==> src/hdl/kmuf_pkg.sv <==
// Shared constants, types and controller/datapath interface structs for the spanning-tree block.
`timescale 1ns / 1ps
package kmuf_pkg;

   localparam int MAX_VERTICES = 64;
   localparam int MAX_EDGES    = 256;
   localparam int VTX_W        = $clog2(MAX_VERTICES);
   localparam int VCNT_W       = VTX_W + 1;
   localparam int EIDX_W       = $clog2(MAX_EDGES);
   localparam int ECNT_W       = EIDX_W + 1;
   localparam int WGT_W        = 32;
   localparam int TOT_W        = 40;
   localparam int KEY_W        = WGT_W + EIDX_W;

   typedef struct packed {
      logic [VTX_W-1:0] src;
      logic [VTX_W-1:0] dst;
      logic [WGT_W-1:0] weight;
   } edge_type;

   typedef enum logic [8:0] {
      ST_IDLE    = 9'b000000001,
      ST_INIT    = 9'b000000010,
      ST_SETUP   = 9'b000000100,
      ST_SCAN    = 9'b000001000,
      ST_DECIDE  = 9'b000010000,
      ST_LOOKUP  = 9'b000100000,
      ST_COMPARE = 9'b001000000,
      ST_MERGE   = 9'b010000000,
      ST_FINISH  = 9'b100000000
   } state_type;

   typedef struct packed {
      logic load;
      logic run_clear;
      logic init_step;
      logic scan_begin;
      logic scan_step;
      logic decide;
      logic lookup;
      logic take;
      logic merge_step;
      logic finish;
   } cmd_type;

   typedef struct packed {
      logic init_done;
      logic room_left;
      logic scan_done;
      logic best_found;
      logic best_in_range;
      logic labels_differ;
      logic merge_done;
   } stat_type;

endpackage

==> src/hdl/kmuf_ctrl.sv <==
// Sequencing state machine for loading edges and running the spanning-tree search.
`timescale 1ns / 1ps
module kmuf_ctrl (
   input  logic               clock,
   input  logic               reset,
   input  logic               start,
   input  logic               req_last,
   input  kmuf_pkg::stat_type stat,
   output kmuf_pkg::cmd_type  cmd,
   output logic               busy
);

   kmuf_pkg::state_type state_ff, state_in;

   always_comb begin
      state_in = state_ff;
      cmd      = '0;
      unique case (state_ff)
         kmuf_pkg::ST_IDLE: begin
            if (start) begin
               cmd.load = 1'b1;
               if (req_last) begin
                  cmd.run_clear = 1'b1;
                  state_in      = kmuf_pkg::ST_INIT;
               end
            end
         end
         kmuf_pkg::ST_INIT: begin
            cmd.init_step = 1'b1;
            if (stat.init_done) begin
               state_in = kmuf_pkg::ST_SETUP;
            end
         end
         kmuf_pkg::ST_SETUP: begin
            cmd.scan_begin = 1'b1;
            state_in = stat.room_left ? kmuf_pkg::ST_SCAN : kmuf_pkg::ST_FINISH;
         end
         kmuf_pkg::ST_SCAN: begin
            cmd.scan_step = 1'b1;
            if (stat.scan_done) begin
               state_in = kmuf_pkg::ST_DECIDE;
            end
         end
         kmuf_pkg::ST_DECIDE: begin
            cmd.decide = 1'b1;
            if (!stat.best_found) begin
               state_in = kmuf_pkg::ST_FINISH;
            end else if (!stat.best_in_range) begin
               state_in = kmuf_pkg::ST_SETUP;
            end else begin
               state_in = kmuf_pkg::ST_LOOKUP;
            end
         end
         kmuf_pkg::ST_LOOKUP: begin
            cmd.lookup = 1'b1;
            state_in   = kmuf_pkg::ST_COMPARE;
         end
         kmuf_pkg::ST_COMPARE: begin
            if (stat.labels_differ) begin
               cmd.take = 1'b1;
               state_in = kmuf_pkg::ST_MERGE;
            end else begin
               state_in = kmuf_pkg::ST_SETUP;
            end
         end
         kmuf_pkg::ST_MERGE: begin
            cmd.merge_step = 1'b1;
            if (stat.merge_done) begin
               state_in = kmuf_pkg::ST_SETUP;
            end
         end
         kmuf_pkg::ST_FINISH: begin
            cmd.finish = 1'b1;
            state_in   = kmuf_pkg::ST_IDLE;
         end
         default: begin
            state_in = kmuf_pkg::ST_IDLE;
         end
      endcase
   end

   assign busy = (state_ff != kmuf_pkg::ST_IDLE);

   always_ff @(posedge clock) begin
      if (reset) begin
         state_ff <= kmuf_pkg::ST_IDLE;
      end else begin
         state_ff <= state_in;
      end
   end

endmodule

==> config.mk <==
export PLATFORM = sky130hd
export DESIGN_NAME = kmuf_ctrl
export DESIGN_NICKNAME = d
export VERILOG_FILES = /design/src/hdl/kmuf_pkg.sv /design/src/hdl/kmuf_ctrl.sv
export SDC_FILE = /design/constraint.sdc
export NUM_CORES = 1
export LEC_CHECK = 0
export ABC_AREA = 1
export BUFFER_PORTS_ARGS = -buffer_cell sky130_fd_sc_hd__buf_4
export CAP_MARGIN = 10
export CORE_UTILIZATION = 49
export CTS_BUF_LIST = sky130_fd_sc_hd__clkbuf_4 sky130_fd_sc_hd__clkbuf_8 sky130_fd_sc_hd__clkbuf_16
export CTS_CLUSTER_DIAMETER = 100
export DETAILED_ROUTE_END_ITERATION = 8
export GPL_TIMING_DRIVEN = 0
export PLACE_DENSITY = 0.83
export SLEW_MARGIN = 30
export SYNTH_ARGS = -nofsm -noshare
export SYNTH_HDL_FRONTEND = slang
export SYNTH_SLANG_ARGS = --single-unit
==> constraint.sdc <==
create_clock -name clock -period 1.4 [get_ports clock]
set_input_delay 0.07 -clock clock [delete_from_list [all_inputs] [get_ports clock]]
set_output_delay 0.07 -clock clock [all_outputs]
set_load 0.005 [all_outputs]
After elaboration in Yosys (flattened, before gate mapping)
Cells that the tools add are included.
{"block": "op_classes", "eq_ne": 15, "n_mux": 22, "n_reduce_logical": 1}
{"cell": "9-bit one-hot mux with 8 select lines", "count": 1}
{"cell": "9-bit 2-to-1 mux", "count": 7}
{"cell": "1-bit 2-to-1 mux", "count": 10}
{"cell": "2-bit != test, second input constant", "count": 5}
{"cell": "9-bit by 1-bit == test with 1-bit output, second input constant", "count": 1}
{"cell": "9-bit by 2-bit == test with 1-bit output, second input constant", "count": 1}
{"cell": "9-bit by 3-bit == test with 1-bit output, second input constant", "count": 1}
{"cell": "9-bit by 4-bit == test with 1-bit output, second input constant", "count": 1}
{"cell": "9-bit by 5-bit == test with 1-bit output, second input constant", "count": 1}
{"cell": "9-bit by 6-bit == test with 1-bit output, second input constant", "count": 1}
{"cell": "9-bit by 7-bit == test with 1-bit output, second input constant", "count": 1}
{"cell": "9-bit by 8-bit == test with 1-bit output, second input constant", "count": 1}
{"cell": "9-bit == test, second input constant", "count": 1}
{"cell": "9-bit by 1-bit != test with 1-bit output, second input constant", "count": 1}
{"cell": "8-bit 2-to-1 mux", "count": 1}
{"cell": "6-bit 2-to-1 mux", "count": 1}
{"cell": "5-bit AND reduction", "count": 1}
{"cell": "2-bit 2-to-1 mux", "count": 2}
{"block": "word_totals", "ff_bits": 9, "in_bits": 11, "out_inout_bits": 11, "word_cells": 39}

Longest topological paths before layout
{"block": "depth", "ltp_word": 3, "mapped_depth": 10, "ltp_nobuf": 10}

Worst setup path before layout
OpenSTA, ideal clock, no wires.
{"block": "synth_path", "path_type": "flip-flop to flip-flop", "start": "register state_ff[0]", "end": "register state_ff[0]", "setup_time_ns": 0.114, "arrival_ns": 1.055, "required_ns": 1.286, "setup_slack_ns": 0.231, "path_stages_with_launch": 11, "cell_sequence": "dfxtp_1 > nor2_4 > nand2_2 > nor2_4 > nand2_1 > nand2_1 > nor2_1 > nand2_2 > nand2_1 > nand2_1 > nand2_1"}
{"block": "synth_between", "elab_chain_len": 3, "word_cells_on_any_way": 15, "cone_classes": "13 x eq/ne; 1 x mux; 1 x reduce/logical"}
{"element": "from (decl)", "line_no": "kmuf_ctrl.sv:13", "source": "kmuf_pkg::state_type state_ff, state_in;"}
{"element": "from (signal assigned)", "line_no": "kmuf_ctrl.sv:86", "source": "state_ff <= kmuf_pkg::ST_IDLE;"}
{"element": "from (signal assigned)", "line_no": "kmuf_ctrl.sv:88", "source": "state_ff <= state_in;"}
{"element": "9-bit by 2-bit == test with 1-bit output (tied with other cells)", "line_no": "kmuf_ctrl.sv:18", "source": "unique case (state_ff)"}
{"element": "2-bit != test (no line)"}
{"element": "5-bit AND reduction (no line)"}
Several ways; a longest one is shown, not always the timed one.
A chain may end at the register's enable or synchronous reset.

==> impl_metrics.sql <==
INSERT INTO impl_metrics (metric_group, metric, value, unit) VALUES
('run_status', 'run_status', 'finished clean', ''),
('route', 'drt_first_iter_violations', '22', ''),
('synthesis', 'synth.lib_cells_used.distinct', '18', ''),
('route', 'dr_total_vias', '754', ''),
('placement', 'dpl_cell_area', '915', 'µm²'),
('clock_network', 'cts.sink_count', '9', ''),
('route', 'drtPass1Iterations', '4', ''),
('global_routing', 'globalRouteOverflowTotal', '0', ''),
('worst_hold_path', 'hold_path_startpoint', 'reset', ''),
('synthesis', 'synth_top_cell_by_area', 'sky130_fd_sc_hd__dfxtp_1', ''),
('setup_path', 'critical_path_fanout_max', '4', ''),
('setup_path', 'rr_worst_depth', '10', ''),
('layout', 'finalInstanceArea', '1040', 'µm²'),
('setup_path', 'worst_path_largest_cell_delay', '0.36', 'ns'),
('synthesis', 'netlist_instances', '116', ''),
('timing', 'unrepaired_setup_endpoints_after_global_routing', 'yes', ''),
('layout', 'commonest_non_fill_non_tap_cell_in_the_layout', 'sky130_fd_sc_hd__inv_1', ''),
('timing', 'post-route-min-period', '1.38', 'ns'),
('layout', 'drive_above_1_share', '49.0', '%'),
('clock_network', 'tritoncts.num_buffers', '3', ''),
('timing', 'slew-limit-headroom', '79.5', '%'),
('timing', 'worst-slew-pin-transition', '0.307', 'ns'),
('setup_path', 'cp_class', 'flop to primary output', ''),
('layout', 'reg.largest.list', 'state_ff x9', ''),
('timing', 'count_of_final_hold_check_violations', '0', ''),
('clock_network', 'clock_tree_buf_depth', '2', ''),
('floorplan', 'die_h', '40.8', 'µm'),
('setup_path', 'r2r_slack', '0.04', 'ns'),
('route', 'detailed_route_vias_per_instance', '4.77', ''),
('global_routing', 'global_route_wire_length_before_repair', '2.47', 'mm'),
('floorplan', 'die_w', '40.8', 'µm'),
('global_routing', 'use_met3', '3.26', '%'),
('worst_hold_path', 'worst_hold_endpoint', 'state_ff[3]', ''),
('global_routing', 'grt-busiest-layer', 'met2', ''),
('setup_path', 'crit_path_top_delay_cell', 'sky130_fd_sc_hd__dfxtp_4', ''),
('layout', 'area_growth_syn_to_fin', '40.5', '%'),
('power', 'ir_worst_vdd', '0.722', 'mV'),
('power', 'powerDensity', '1050', 'nW/µm²'),
('layout', 'flip_flop_count_of_the_largest_register_after_layout', '9', ''),
('global_routing', 'grt.met1_usage', '31.6', '%'),
('setup_path', 'crit_buf_inv', '2', ''),
('setup_path', 'crit_path_frequent_cell', 'sky130_fd_sc_hd__nor2_4', ''),
('floorplan', 'core-area', '1350', 'µm²'),
('timing', 'max_clock_freq', '725', 'MHz'),
('global_routing', 'use_met2', '34.4', '%'),
('clock_network', 'clk_transition_reported_paths', '0.07', 'ns'),
('worst_hold_path', 'hold_path_class', 'input port to flop', ''),
('layout', 'layout_common_cells', 'sky130_fd_sc_hd__inv_1, sky130_fd_sc_hd__buf_4, sky130_fd_sc_hd__nand2_1, sky130_fd_sc_hd__nor2_1, sky130_fd_sc_hd__nor2_4', ''),
('timing', 'totalNegativeSetupSlack', '0', 'ns'),
('synthesis', 'post_synth_main_area_contributors', 'sky130_fd_sc_hd__dfxtp_1, sky130_fd_sc_hd__inv_1, sky130_fd_sc_hd__nand2_1', ''),
('setup_path', 'crit-reg2reg-capture', 'state_ff[1]', ''),
('layout', 'max_flop_register', 'state_ff', ''),
('clock_network', 'insertion_delay', '0.27', 'ns'),
('setup_path', 'critical_path_endpoint_category', 'primary output', ''),
('timing', 'final_max_slew_viol_count', '0', ''),
('global_routing', 'grt_antenna_before_repair', '0', ''),
('setup_path', 'timing.critical_path.from_type', 'flop', ''),
('route', 'remaining_number_of_nets_flagged_by_the_antenna_check_after_routing', '0', ''),
('setup_path', 'worst-endpoint-arrival', '1.31', 'ns'),
('floorplan', 'floorplan.initialDensity', '54.7', '%'),
('floorplan', 'die_area', '1670', 'µm²'),
('flow_run', 'maxCapViolations', '0', ''),
('clock_network', 'clk_root_buffer_cell', 'sky130_fd_sc_hd__clkbuf_4', ''),
('worst_hold_path', 'min_delay_path_depth', '2', ''),
('synthesis', 'yosysTopAreaCellShare', '24.4', '%'),
('global_routing', 'grt_util_all_layers', '23.1', '%'),
('setup_path', 'path_delay_family', 'simple AND/OR/NAND/NOR gates', ''),
('global_routing', 'pin_count_of_the_biggest_net_entering_global_routing', '7', ''),
('timing', 'fin_crit_sh', '98.6', '%'),
('placement', 'globalplace.congestion', '0.856', ''),
('route', 'drt-total-wl', '1.74', 'mm');
-- per-stage QoR --
stage	hold WS (ns)	worst slack [ns]	util, %	instances
6_report	0.00392	0.0198	76.8	158
5_1_grt	0.00428	-0.0632	76.8	158
4_1_cts	0.00513	0.00136	71.3	158
3_5_place_dp	0.288	0.0879	67.7	152
3_3_place_gp	0.288	0.122	67.7	152
2_1_floorplan	0.136	0.231	-	116
-- cell usage after synthesis (all sizes together) --
cell and count:
nand2 33, inv 27, nor2 27, nand3 11, dfxtp 9, a21oi 2
nor3 2, buf 1, nand3b 1, nand4 1, o21ai 1, o22ai 1
-- area by class of cell --
| class | instances | area [µm²] |
|---|---|---|
| Clock buffer | 3 | 22.5 |
| Clock inverter | 1 | 5.00 |
| Fill cell | 91 | 313 |
| Inverter | 27 | 104 |
| Multi-Input combinational cell | 79 | 505 |
| Sequential cell | 9 | 194 |
| Tap cell | 15 | 18.8 |
| Timing Repair Buffer | 24 | 188 |
-- per-layer routing --
metal | share of wire (%) | wire length (µm)
met1 | 44 | 760
met2 | 50 | 876
met3 | 3.2 | 56
met4 | 2.5 | 44
met5 | 0 | 0
-- power breakdown --
group,total (mW),internal [mW],switching [mW]
clock network,0.206,0.106,0.101
registers,0.326,0.287,0.0393
logic,0.554,0.229,0.325
total,1.09,0.621,0.465
-- worst max-delay path by stage --
stage                       end  slack, ns  cells past startpoint
finish                   cmd[6]       0.02                      6
floorplan           state_ff[0]       0.23                     10
global placement    state_ff[0]       0.12                     10
CTS                      cmd[5]      0.001                      7
detailed placement  state_ff[0]       0.09                     10
global route             cmd[6]      -0.06                      6
-- cell families after synthesis --
kind of cell	count (synthesis)	share of synthesized area [%]
compound gates	4	2.88
buf+inv	28	14.7
flops	9	24.4
simple gates	75	58.0
-- what timing repair did --
action / CTS / global route
setup endpoints to repair: 1 / 10
gates resized for setup: 4 / 23
pin swaps: 4 / 9
hold buffers: 0 / 0
cloned: 0 / 0
buffers inserted: 2 / 1
Note: power is estimated with default switching activity, not from simulation.
